## src/hdl/ilr_pkg.sv

```systemverilog
// Shared types and constants of the interrupt line remapper.
// Used by every module of the block; depends on nothing.
`timescale 1ns / 1ps

package ilr_pkg;

    localparam int NUM_LINES   = 64;
    localparam int MAX_VIRTUAL = 27;

    localparam int LINE_W  = 6;
    localparam int VNUM_W  = 5;
    localparam int WORD_W  = 32;
    localparam int PEND_W  = 28;   // pending field keeps bits 0..27
    localparam int ENABLE_W = 28;  // enable mask bits that count

    localparam int NUM_SWEEP = 2 * WORD_W;            // status bits walked per collect
    localparam int SWEEP_W   = $clog2(NUM_SWEEP + 1);
    localparam int LINE_AW   = $clog2(NUM_LINES);
    localparam int SLOT_CNT  = MAX_VIRTUAL + 1;
    localparam int SLOT_AW   = $clog2(SLOT_CNT);

    typedef enum logic [1:0] {
        KIND_ASSIGN  = 2'd0,
        KIND_COLLECT = 2'd1,
        KIND_ENABLE  = 2'd2
    } kind_t;

    typedef enum logic [2:0] {
        ST_IDLE,
        ST_ASSIGN,
        ST_COLLECT,
        ST_ENABLE,
        ST_DONE
    } state_t;

    // write request into the line-to-number table
    typedef struct packed {
        logic               en;
        logic [LINE_AW-1:0] addr;
        logic [VNUM_W-1:0]  num;
    } lmap_wr_t;

    // registered read of the line-to-number table
    typedef struct packed {
        logic              valid;
        logic [VNUM_W-1:0] num;
    } lmap_rd_t;

    // write request into the number-to-line table
    typedef struct packed {
        logic               en;
        logic [SLOT_AW-1:0] addr;
        logic [LINE_W-1:0]  line;
    } nmap_wr_t;

endpackage

```

## src/hdl/ilr_line_map.sv

```systemverilog
// Line-to-number table: memory with registered read and per-entry valid bits.
// Depends on ilr_pkg.
`timescale 1ns / 1ps

module ilr_line_map
(
    input  logic                        clk,
    input  logic                        rst_n,
    input  logic [ilr_pkg::LINE_AW-1:0] rd_addr,
    input  ilr_pkg::lmap_wr_t           wr,
    output ilr_pkg::lmap_rd_t           rd
);

    logic [ilr_pkg::VNUM_W-1:0] mem [ilr_pkg::NUM_LINES];
    logic [ilr_pkg::NUM_LINES-1:0] valid_reg;
    logic [ilr_pkg::VNUM_W-1:0] rd_num_reg;
    logic rd_valid_reg;

    always_ff @(posedge clk)
    begin
        if (wr.en)
        begin
            mem[wr.addr] <= wr.num;
        end
        rd_num_reg <= mem[rd_addr];
    end

    // entries never written read as unassigned
    always_ff @(posedge clk or negedge rst_n)
    begin
        if (!rst_n)
        begin
            valid_reg    <= '0;
            rd_valid_reg <= 1'b0;
        end
        else
        begin
            if (wr.en)
            begin
                valid_reg[wr.addr] <= 1'b1;
            end
            rd_valid_reg <= valid_reg[rd_addr];
        end
    end

    assign rd.valid = rd_valid_reg;
    assign rd.num   = rd_valid_reg ? rd_num_reg : '0;

endmodule

```

## src/hdl/ilr_number_map.sv

```systemverilog
// Number-to-line table: small register file, cleared at reset, one write and
// one read port. Depends on ilr_pkg.
`timescale 1ns / 1ps

module ilr_number_map
(
    input  logic                        clk,
    input  logic                        rst_n,
    input  ilr_pkg::nmap_wr_t           wr,
    input  logic [ilr_pkg::SLOT_AW-1:0] rd_addr,
    output logic [ilr_pkg::LINE_W-1:0]  rd_line
);

    logic [ilr_pkg::LINE_W-1:0] slot_reg [ilr_pkg::SLOT_CNT];

    always_ff @(posedge clk or negedge rst_n)
    begin
        if (!rst_n)
        begin
            for (int i = 0; i < ilr_pkg::SLOT_CNT; i++)
            begin
                slot_reg[i] <= '0;
            end
        end
        else if (wr.en)
        begin
            slot_reg[wr.addr] <= wr.line;
        end
    end

    assign rd_line = slot_reg[rd_addr];

endmodule

```

## src/hdl/interrupt_line_remapper.sv

```systemverilog
// Interrupt line remapper top level: control sequencer, serial status and
// enable shift registers, result register. Depends on ilr_pkg, ilr_line_map,
// ilr_number_map.
//
// Usage: a request (req_valid/req_ready) carries kind, line, status words and
// an enable mask; each request gives one result on rsp_valid/rsp_ready.
// Assign (kind 0) returns the line's virtual number, allocating the next one
// on first use, or overflow when all numbers are in use. Collect (kind 1)
// walks the 64 status bits one per cycle through the line table and returns
// clear words and the virtual pending mask. Enable (kind 2) walks the 28 mask
// bits one per cycle through the number table and returns enable words.
// Kind 3 returns all zeros. One request is in work at a time; req_ready
// returns with the result load, so back-to-back collects are set by the
// one-bit-per-cycle walk over the line table's single read port.
// The result register lets a new request be taken while a result waits; a
// finished request holds in the sequencer until the receiver frees it.
// Reset clears both tables, the used count and second_bank.
// cfg_wr_en/cfg_wr_data write second_bank; write it only while idle.
`timescale 1ns / 1ps

module interrupt_line_remapper
(
    input  logic                               clk,
    input  logic                               rst_n,
    input  logic                               cfg_wr_en,
    input  logic                               cfg_wr_data,
    input  logic                               req_valid,
    output logic                               req_ready,
    input  logic [1:0]                         kind,
    input  logic [ilr_pkg::LINE_W-1:0]         line,
    input  logic [ilr_pkg::WORD_W-1:0]         status_low,
    input  logic [ilr_pkg::WORD_W-1:0]         status_high,
    input  logic [ilr_pkg::WORD_W-1:0]         enable_mask,
    output logic                               rsp_valid,
    input  logic                               rsp_ready,
    output logic [ilr_pkg::VNUM_W-1:0]         virtual_number,
    output logic                               overflow,
    output logic [ilr_pkg::PEND_W-1:0]         pending_mask,
    output logic [ilr_pkg::WORD_W-1:0]         clear_low,
    output logic [ilr_pkg::WORD_W-1:0]         clear_high,
    output logic [ilr_pkg::WORD_W-1:0]         enable_low,
    output logic [ilr_pkg::WORD_W-1:0]         enable_high,
    output logic                               write_high
);

    ilr_pkg::state_t state_reg, state_next;
    logic [ilr_pkg::SWEEP_W-1:0]   cnt_reg, cnt_next;
    logic [1:0]                    kind_reg, kind_next;
    logic [ilr_pkg::LINE_W-1:0]    line_reg, line_next;
    logic                          line_ok_reg, line_ok_next;
    logic [ilr_pkg::NUM_SWEEP-1:0] status_sr_reg, status_sr_next;
    logic [ilr_pkg::ENABLE_W-1:0]  emask_sr_reg, emask_sr_next;
    logic                          probe_reg, probe_next;
    logic [ilr_pkg::PEND_W-1:0]    pend_acc_reg, pend_acc_next;
    logic [ilr_pkg::NUM_SWEEP-1:0] en_acc_reg, en_acc_next;
    logic [ilr_pkg::VNUM_W-1:0]    vnum_res_reg, vnum_res_next;
    logic                          ovf_res_reg, ovf_res_next;
    logic [ilr_pkg::VNUM_W-1:0]    used_reg, used_next;
    logic                          bank_reg;

    logic                          out_valid_reg, out_valid_next;
    logic [ilr_pkg::VNUM_W-1:0]    out_vnum_reg, out_vnum_next;
    logic                          out_ovf_reg, out_ovf_next;
    logic [ilr_pkg::PEND_W-1:0]    out_pend_reg, out_pend_next;
    logic [ilr_pkg::WORD_W-1:0]    out_clr_lo_reg, out_clr_lo_next;
    logic [ilr_pkg::WORD_W-1:0]    out_clr_hi_reg, out_clr_hi_next;
    logic [ilr_pkg::WORD_W-1:0]    out_en_lo_reg, out_en_lo_next;
    logic [ilr_pkg::WORD_W-1:0]    out_en_hi_reg, out_en_hi_next;
    logic                          out_wh_reg, out_wh_next;

    logic [ilr_pkg::LINE_AW-1:0]   lmap_rd_addr;
    ilr_pkg::lmap_wr_t             lmap_wr;
    ilr_pkg::lmap_rd_t             lmap_rd;
    ilr_pkg::nmap_wr_t             nmap_wr;
    logic [ilr_pkg::LINE_W-1:0]    nmap_line;
    logic [ilr_pkg::LINE_W-1:0]    slot_line;
    logic [ilr_pkg::VNUM_W-1:0]    new_num;

    ilr_line_map u_line_map
    (
        .clk     (clk),
        .rst_n   (rst_n),
        .rd_addr (lmap_rd_addr),
        .wr      (lmap_wr),
        .rd      (lmap_rd)
    );

    ilr_number_map u_number_map
    (
        .clk     (clk),
        .rst_n   (rst_n),
        .wr      (nmap_wr),
        .rd_addr (cnt_reg[ilr_pkg::SLOT_AW-1:0]),
        .rd_line (nmap_line)
    );

    // numbers above the table read as line 0
    assign slot_line = (cnt_reg <= ilr_pkg::SWEEP_W'(ilr_pkg::MAX_VIRTUAL)) ? nmap_line : '0;
    assign new_num   = used_reg + ilr_pkg::VNUM_W'(1);
    assign lmap_rd_addr = (state_reg == ilr_pkg::ST_IDLE) ? line[ilr_pkg::LINE_AW-1:0]
                                                          : cnt_reg[ilr_pkg::LINE_AW-1:0];

    always_ff @(posedge clk or negedge rst_n)
    begin
        if (!rst_n)
        begin
            state_reg     <= ilr_pkg::ST_IDLE;
            cnt_reg       <= '0;
            probe_reg     <= 1'b0;
            used_reg      <= '0;
            bank_reg      <= 1'b0;
            out_valid_reg <= 1'b0;
        end
        else
        begin
            state_reg     <= state_next;
            cnt_reg       <= cnt_next;
            probe_reg     <= probe_next;
            used_reg      <= used_next;
            out_valid_reg <= out_valid_next;
            if (cfg_wr_en)
            begin
                bank_reg <= cfg_wr_data;
            end
        end
    end

    always_ff @(posedge clk)
    begin
        kind_reg       <= kind_next;
        line_reg       <= line_next;
        line_ok_reg    <= line_ok_next;
        status_sr_reg  <= status_sr_next;
        emask_sr_reg   <= emask_sr_next;
        pend_acc_reg   <= pend_acc_next;
        en_acc_reg     <= en_acc_next;
        vnum_res_reg   <= vnum_res_next;
        ovf_res_reg    <= ovf_res_next;
        out_vnum_reg   <= out_vnum_next;
        out_ovf_reg    <= out_ovf_next;
        out_pend_reg   <= out_pend_next;
        out_clr_lo_reg <= out_clr_lo_next;
        out_clr_hi_reg <= out_clr_hi_next;
        out_en_lo_reg  <= out_en_lo_next;
        out_en_hi_reg  <= out_en_hi_next;
        out_wh_reg     <= out_wh_next;
    end

    always_comb
    begin
        state_next      = state_reg;
        cnt_next        = cnt_reg;
        kind_next       = kind_reg;
        line_next       = line_reg;
        line_ok_next    = line_ok_reg;
        status_sr_next  = status_sr_reg;
        emask_sr_next   = emask_sr_reg;
        probe_next      = probe_reg;
        pend_acc_next   = pend_acc_reg;
        en_acc_next     = en_acc_reg;
        vnum_res_next   = vnum_res_reg;
        ovf_res_next    = ovf_res_reg;
        used_next       = used_reg;
        out_valid_next  = out_valid_reg && !rsp_ready;
        out_vnum_next   = out_vnum_reg;
        out_ovf_next    = out_ovf_reg;
        out_pend_next   = out_pend_reg;
        out_clr_lo_next = out_clr_lo_reg;
        out_clr_hi_next = out_clr_hi_reg;
        out_en_lo_next  = out_en_lo_reg;
        out_en_hi_next  = out_en_hi_reg;
        out_wh_next     = out_wh_reg;
        lmap_wr         = '0;
        nmap_wr         = '0;
        req_ready       = 1'b0;

        unique case (state_reg)
            ilr_pkg::ST_IDLE:
            begin
                req_ready = 1'b1;
                if (req_valid)
                begin
                    kind_next      = kind;
                    line_next      = line;
                    line_ok_next   = {1'b0, line} < (ilr_pkg::LINE_W + 1)'(ilr_pkg::NUM_LINES);
                    status_sr_next = {bank_reg ? status_high : '0, status_low};
                    emask_sr_next  = enable_mask[ilr_pkg::ENABLE_W-1:0];
                    cnt_next       = '0;
                    probe_next     = 1'b0;
                    pend_acc_next  = '0;
                    en_acc_next    = '0;
                    vnum_res_next  = '0;
                    ovf_res_next   = 1'b0;
                    unique case (kind)
                        ilr_pkg::KIND_ASSIGN:  state_next = ilr_pkg::ST_ASSIGN;
                        ilr_pkg::KIND_COLLECT: state_next = ilr_pkg::ST_COLLECT;
                        ilr_pkg::KIND_ENABLE:  state_next = ilr_pkg::ST_ENABLE;
                        default:               state_next = ilr_pkg::ST_DONE;
                    endcase
                end
            end

            ilr_pkg::ST_ASSIGN:
            begin
                // table read was issued at acceptance
                priority if (!line_ok_reg)
                begin
                    vnum_res_next = '0;
                end
                else if (lmap_rd.num != '0)
                begin
                    vnum_res_next = lmap_rd.num;
                end
                else if (used_reg >= ilr_pkg::VNUM_W'(ilr_pkg::MAX_VIRTUAL))
                begin
                    ovf_res_next = 1'b1;
                end
                else
                begin
                    vnum_res_next = new_num;
                    used_next     = new_num;
                    lmap_wr.en    = 1'b1;
                    lmap_wr.addr  = line_reg[ilr_pkg::LINE_AW-1:0];
                    lmap_wr.num   = new_num;
                    nmap_wr.en    = 1'b1;
                    nmap_wr.addr  = new_num[ilr_pkg::SLOT_AW-1:0];
                    nmap_wr.line  = line_reg;
                end
                state_next = ilr_pkg::ST_DONE;
            end

            ilr_pkg::ST_COLLECT:
            begin
                // status word rotates once around; read data arrives in the cycle after its address
                if (cnt_reg < ilr_pkg::SWEEP_W'(ilr_pkg::NUM_SWEEP))
                begin
                    status_sr_next = {status_sr_reg[0],
                                      status_sr_reg[ilr_pkg::NUM_SWEEP-1:1]};
                    probe_next = status_sr_reg[0] &&
                                 (cnt_reg < ilr_pkg::SWEEP_W'(ilr_pkg::NUM_LINES));
                end
                else
                begin
                    probe_next = 1'b0;
                    state_next = ilr_pkg::ST_DONE;
                end
                if (probe_reg)
                begin
                    pend_acc_next = pend_acc_reg |
                                    ilr_pkg::PEND_W'(32'd1 << lmap_rd.num);
                end
                cnt_next = cnt_reg + ilr_pkg::SWEEP_W'(1);
            end

            ilr_pkg::ST_ENABLE:
            begin
                if (emask_sr_reg[0])
                begin
                    en_acc_next = en_acc_reg | (ilr_pkg::NUM_SWEEP'(1) << slot_line);
                end
                emask_sr_next = {1'b0, emask_sr_reg[ilr_pkg::ENABLE_W-1:1]};
                cnt_next      = cnt_reg + ilr_pkg::SWEEP_W'(1);
                if (cnt_reg == ilr_pkg::SWEEP_W'(ilr_pkg::ENABLE_W - 1))
                begin
                    state_next = ilr_pkg::ST_DONE;
                end
            end

            ilr_pkg::ST_DONE:
            begin
                if (!out_valid_reg || rsp_ready)
                begin
                    out_valid_next  = 1'b1;
                    out_vnum_next   = '0;
                    out_ovf_next    = 1'b0;
                    out_pend_next   = '0;
                    out_clr_lo_next = '0;
                    out_clr_hi_next = '0;
                    out_en_lo_next  = '0;
                    out_en_hi_next  = '0;
                    out_wh_next     = 1'b0;
                    unique case (kind_reg)
                        ilr_pkg::KIND_ASSIGN:
                        begin
                            out_vnum_next = vnum_res_reg;
                            out_ovf_next  = ovf_res_reg;
                        end
                        ilr_pkg::KIND_COLLECT:
                        begin
                            // virtual bit 0 collects unassigned lines
                            out_pend_next   = pend_acc_reg & ~ilr_pkg::PEND_W'(1);
                            out_clr_lo_next = status_sr_reg[ilr_pkg::WORD_W-1:0];
                            out_clr_hi_next = status_sr_reg[ilr_pkg::NUM_SWEEP-1:ilr_pkg::WORD_W];
                            out_wh_next     = bank_reg;
                        end
                        ilr_pkg::KIND_ENABLE:
                        begin
                            out_en_lo_next = en_acc_reg[ilr_pkg::WORD_W-1:0];
                            out_en_hi_next = en_acc_reg[ilr_pkg::NUM_SWEEP-1:ilr_pkg::WORD_W];
                            out_wh_next    = bank_reg;
                        end
                        default:
                        begin
                            out_wh_next = 1'b0;
                        end
                    endcase
                    state_next = ilr_pkg::ST_IDLE;
                end
            end

            default:
            begin
                state_next = ilr_pkg::ST_IDLE;
            end
        endcase
    end

    assign rsp_valid      = out_valid_reg;
    assign virtual_number = out_vnum_reg;
    assign overflow       = out_ovf_reg;
    assign pending_mask   = out_pend_reg;
    assign clear_low      = out_clr_lo_reg;
    assign clear_high     = out_clr_hi_reg;
    assign enable_low     = out_en_lo_reg;
    assign enable_high    = out_en_hi_reg;
    assign write_high     = out_wh_reg;

endmodule

```

## config.mk

```make
export PLATFORM = sky130hd
export DESIGN_NAME = interrupt_line_remapper
export DESIGN_NICKNAME = d
export VERILOG_FILES = /design/src/hdl/ilr_pkg.sv /design/src/hdl/ilr_line_map.sv /design/src/hdl/ilr_number_map.sv /design/src/hdl/interrupt_line_remapper.sv
export SDC_FILE = /design/constraint.sdc
export NUM_CORES = 1
export LEC_CHECK = 0
export BUFFER_PORTS_ARGS = -buffer_cell sky130_fd_sc_hd__buf_2
export CORE_ASPECT_RATIO = 0.8
export CORE_MARGIN = 2
export CORE_UTILIZATION = 45
export CTS_CLUSTER_DIAMETER = 200
export DETAILED_ROUTE_END_ITERATION = 7
export PLACE_DENSITY_LB_ADDON = 0.08
export SLEW_MARGIN = 15
export SYNTH_ARGS = -nofsm -noshare
export SYNTH_HDL_FRONTEND = slang
export SYNTH_SLANG_ARGS = --single-unit
```

## constraint.sdc

```tcl
create_clock -name clk -period 20.9 [get_ports clk]
set_clock_uncertainty 0.05 [all_clocks]
set_input_delay 1.045 -clock clk [delete_from_list [all_inputs] [get_ports clk]]
set_output_delay 1.045 -clock clk [all_outputs]
set_load 0.02 [all_outputs]
```

### Yosys cells after proc, flatten, opt, wreduce, memory -nomap -nowiden

Memories as Yosys holds them, arrays and structs flattened. A register that Yosys moved wholly into a read port is not among the register bits.
Cells that the tools add are included.

* word-level logic and storage cells: 176
* memories kept: 1
* output and inout port bits: 165
* bits in writable memories: 320
* bits in registers: 612

Memories
* u_line_map.mem: words 64, width 5, rd ports 1, clocked after memory_dff 1, wr ports 1, line ilr_line_map.sv:14 `logic [ilr_pkg::VNUM_W-1:0] mem [ilr_pkg::NUM_LINES];`

* order comparisons: 9
* eq/ne operators: 19
* shifts and indexed selects: 2
* bitwise operators: 7
* multiplexer cells: 54
* reductions and logical operators: 29
* $add $sub $neg: 2

Operator list (count)
* 64-bit two-way mux: 4
* 64-bit case mux with 2 select lines: 2
* 168-bit bitwise mux: 1
* 64-bit OR: 2
* 28-bit case mux with 2 select lines: 2
* 28-bit two-way mux: 3
* 12-bit two-way mux: 6
* 1-bit by 6-bit left shift with 64-bit output (first input constant): 1
* 32-bit two-way mux: 1
* 6-bit binary-select mux with 5-bit select: 1
* 6-bit demux with 5-bit select: 1
* 6-bit two-way mux: 5
* 28-bit OR: 1
* 1-bit by 5-bit left shift with 28-bit output (first input constant): 1
* 5-bit two-way mux: 4
* 2-bit != test (second input constant): 9
* 3-bit case mux with 5 select lines: 1
* 3-bit AND reduction: 5
* 6-bit by 7-bit less-than comparator with 1-bit output (second input constant): 2
* 7-bit case mux with 2 select lines: 1
* 6-bit greater-or-equal comparator (second input constant): 2
* 3-bit two-way mux: 4
* 5-bit inverter with 6-bit output: 2
* 1-bit two-way mux: 11
* 31 further kinds: 50

### Logic depth before layout (Yosys ltp)

* depth in word-level cells: 10
* depth in mapped cells: 13
* mapped depth without buffers: 9

### Modules after synthesis

From an unflattened synthesis, not the netlist that was laid out.

* cells, all modules: 2540
* area total of the unflattened synthesis: 38987.4 sq um

By module, submodules not included
* interrupt_line_remapper: times used 1, cells an instance 1220, area an instance 15856.5 sq um
* ilr_line_map: times used 1, cells an instance 813, area an instance 15391.0 sq um
* ilr_number_map: times used 1, cells an instance 507, area an instance 7739.9 sq um

### Least setup slack after synthesis

Ideal clock, no wire load.

* kind: input to register
* from: input rsp_ready
* to: register out_clr_hi_reg, in the netlist clear_high[0] (enable)
* setup slack: 12318 ps
* data arrival time: 7846 ps
* stages: 2
* buffers on the path: 0
* data required time: 20164 ps
* cells stage by stage: nor2b_1 -> nor2_1

* cells in the longest elaborated chain, start to end: 2

RTL lines
* from (decl): line interrupt_line_remapper.sv:35 `input logic rsp_ready,`
* 1-bit logical OR: line interrupt_line_remapper.sv:271 `if (!out_valid_reg || rsp_ready)`
* 2-bit AND reduction (no source line)
* to (signal assigned): line interrupt_line_remapper.sv:143 `out_clr_hi_reg <= out_clr_hi_next;`
* to (decl): line interrupt_line_remapper.sv:66 `logic [ilr_pkg::WORD_W-1:0] out_clr_hi_reg, out_clr_hi_next;`

No other way between the ends.
A chain may end at the register's enable or synchronous reset.

### Worst setup path in the final report

* from: register used_reg[0] (netlist bit)
* to: memory u_line_map.mem[40][1] (netlist bit) (enable)

* cells in the longest elaborated chain, start to end: 6

RTL lines
* from (decl): line interrupt_line_remapper.sv:58 `logic [ilr_pkg::VNUM_W-1:0] used_reg, used_next;`
* from (signal assigned): line interrupt_line_remapper.sv:119 `used_reg <= used_next;`
* 5-bit greater-or-equal comparator (*): line interrupt_line_remapper.sv:214 `else if (used_reg >= ilr_pkg::VNUM_W'(ilr_pkg::MAX_VIRTUAL))`
* 12-bit two-way mux (*): line interrupt_line_remapper.sv:214
* 12-bit two-way mux (*): line interrupt_line_remapper.sv:210 `else if (lmap_rd.num != '0)`
* 12-bit two-way mux (*): line interrupt_line_remapper.sv:177 `unique case (state_reg)`
* 1-bit two-way mux: line ilr_line_map.sv:21 `if (wr.en)`
* 1-bit two-way mux (not written as such): line ilr_line_map.sv:23 `mem[wr.addr] <= wr.num;`
* to (decl): line ilr_line_map.sv:14

Mark *: on every way between the ends. The rest lies on a longest branch, timed or not.

==> flow_metrics.tcl <==
set metrics [dict create \
    status "complete, no violations" \
    nFillCells 7420 \
    max-clock-path-buffers 3 \
    setup_violations 0 \
    p_per_area_nw_per_um2 122.2 \
    dieArea_um2 89010 \
    overflow 0 \
    combPwrFrac 0.237 \
    yosysWarnings 0 \
    synth_area_leaders "edfxtp_1, dfrtp_1, nand2_1" \
    max_cap_viol_count 0 \
    p_leak_nw 17.26 \
    muxShareOfSynthArea 0.09045 \
    yosys_register_bits 935 \
    die_x_um 333.1 \
    synth_cell_types 73 \
    synth_xor_area_frac 0.002022 \
    holdWs_ns 0.3582 \
    post-route-util 0.5188 \
    clk_pin_slew_ns 0.06 \
    worstPathRequired_ns 21.13 \
    synth_most_common_cell "edfxtp_1" \
    post_cts_buffers 0 \
    p_total_mw 5.436 \
    arrival_ns 4.94 \
    wl_per_cell_um 22.50 \
    fmax_mhz 212.7 \
    vias 24240 \
    numCtsBuffers 94 \
    synth_top_family_by_area "simple AND/OR/NAND/NOR gates" \
    min_period_over_period 0.2250 \
    critical-path-top-delay-family "simple AND/OR/NAND/NOR gates" \
    fin_crit_ns 4.702 \
    core_um2 85760 \
    nNetsFinal 3286 \
    postLayoutSetupSlackWorst_ns 16.20 \
    rows 96 \
    clock-sinks 935 \
    synth-simple-area-share 0.1390 \
    p_seq_frac 0.458 \
    synthCells 2936 \
    drive_gt1_frac 0.2330 \
    grt_max_degree 149 \
    dp_hpwl_mm 62.84 \
    antenna_found_initial 5 \
    critPathMaxFanout 27 \
    first_pass_iters 5 \
    synth_nets 3054 \
    regArea_um2 26780 \
    synth_compound_area_frac 0.05925 \
    htreeDepth 3 \
    setup_tns_ns 0 \
    path_buf_inv 0 \
    synth_async_sr_flop_share 0.2684 \
    routed_wirelength_mm 98.41 \
    grt_pass1_wl_mm 149.0 \
    hold_violations 0 \
    crit_type "reg2reg" \
    drc 0 \
    max_slew_margin 0.1320 \
    pwr-share-clk 0.306 \
    fp.dieH_um 267.3 \
    worstHoldPathType "in2async" \
    drt_iter0_drc 2027 \
    synthFlopType "edfxtp_1" \
    start_kind "flop" \
    gp_congestion 0.8226 \
    multi_input_area_um2 11550 \
    post_drt_via_cell_ratio 5.543 \
    io_pins 275 \
    yosysSeqAreaShare 0.6867 \
    slowest_stage "and2_1" \
    cts_resized 0 \
    postRouteAntennaNets 0 \
    switchingPower_mw 1.739 \
    slew_violations 0 \
    ys_top_cells_by_count "edfxtp_1, nand2_1, dfrtp_1, and2_1, mux2_2" \
    yosys.area.top_type_share 0.5230 \
    swShare 0.3200 \
    place_ws_ns 15.93 \
    synth_edf_count 679 \
    start_util 0.4545 \
    port_buffers 269 \
    critPathMaxStageDelay_ns 0.98 \
    area_growth_pct 14.14 \
    hold_buffers 0 \
    cts_tree "yes" \
    ir_drop_mv 0.07537 \
    clock_latency_ns 0.65 \
    grt_pass1_vias 23930 \
    grtUsageTotal 0.2194 \
    cp-end-kind "flop" \
    root_buffer "clkbuf_16" \
    largest_reg_flops 320 \
    cp_cell_sequence "ha_1 -> a211o_1 -> a31o_2 -> nor2_2 -> and2_1 -> nand3b_1 -> nor4_2" \
    rsz0062_at_grt "false" \
    cell_internal_pwr_mw 3.697 \
    synth_largest_area_cell "edfxtp_1" \
    worst_pin_slew_ns 1.291 \
    synth_fa_ha_area_frac 0.002568 \
    syn_area_um2 38980 \
    avgSynthCellArea_um2 13.28 \
]
[power by group through the flow]
stage	logic [mW]	clock network [mW]	registers [mW]
floorplan	0.786	0	2.59
global placement	1.28	0	2.51
detailed placement	1.29	0	2.53
CTS	1.30	1.70	2.49
global route	1.40	1.77	2.52
finish	1.29	1.66	2.49
[kinds of logic (layout without fill, tap and decap cells)]
kind of cell,count (synthesis),count (layout)
buffers and inverters,182,490
adders and majority gates,8,8
other,1,3
muxes,290,290
and+or+nand+nor,1147,1147
xor gates and xnor gates,9,9
DFF,935,935
AOI/OAI and AO/OA,364,364
[metal layers]
metal,part of all wire,routed length (µm),global-route usage,vias up
li1,-,-,-,11070
met1,0.46,45340,0.3295,12270
met2,0.46,44870,0.3338,762
met3,0.060,5888,0.03302,137
met4,0.023,2305,0.05882,0
met5,0,0,0,-
[path summary, 6_finish.rpt]
| path | from | endpoint | slack, ns | cells after the start |
|---|---|---|---|---|
| setup / recovery | used_reg[0]$_DFFE_PN0P_ | u_line_map.mem[40][1]$_DFFE_PP_ | 16.20 | 7 |
| hold / removal | rst_n | u_line_map.valid_reg[53]$_DFFE_PN0P_ | 0.36 | 1 |
| setup reg to reg | used_reg[0]$_DFFE_PN0P_ | u_line_map.mem[40][1]$_DFFE_PP_ | 16.20 | 7 |
| hold reg to reg | u_line_map.valid_reg[35]$_DFFE_PN0P_ | u_line_map.valid_reg[35]$_DFFE_PN0P_ | 0.41 | 1 |
| max in group asynchronous | rst_n | u_number_map.slot_reg[140]$_DFFE_PN0P_ | 18.98 | 2 |
| min in group clk | u_line_map.valid_reg[35]$_DFFE_PN0P_ | u_line_map.valid_reg[35]$_DFFE_PN0P_ | 0.41 | 1 |
[layout make-up]
class | count | share of cell area
multi-input cells | 1819 | 0.2596
inverters | 9 | 0.0007593
well taps | 1127 | 0.03169
flip-flops and latches | 935 | 0.6018
repair buffers | 309 | 0.03751
clock buffers | 135 | 0.06170
diodes | 2 | 0.0001125
clock inverters | 37 | 0.006749
[placed cells by master, fill, tap and decap left out, types with 76 or more instances in the layout]
master / synthesis / final
edfxtp_1: 679 / 679
nand2_1: 561 / 558
buf_2: 39 / 268
dfrtp_1: 251 / 248
and2_1: 173 / 170
mux2_2: 168 / 168
nor2_1: 140 / 135
o21ai_0: 110 / 109
clkbuf_16: 0 / 101
mux2i_1: 89 / 88
a21oi_1: 76 / 76
[stage by stage]
step / area, µm² / std cells
2_1_floorplan: 38980 / 2936
3_3_place_gp: 41420 / 4199
6_report: 44490 / 4373
5_1_grt: 44490 / 4371
4_1_cts: 44470 / 4371
3_5_place_dp: 41420 / 4199
(Power assumes the default switching activity.)
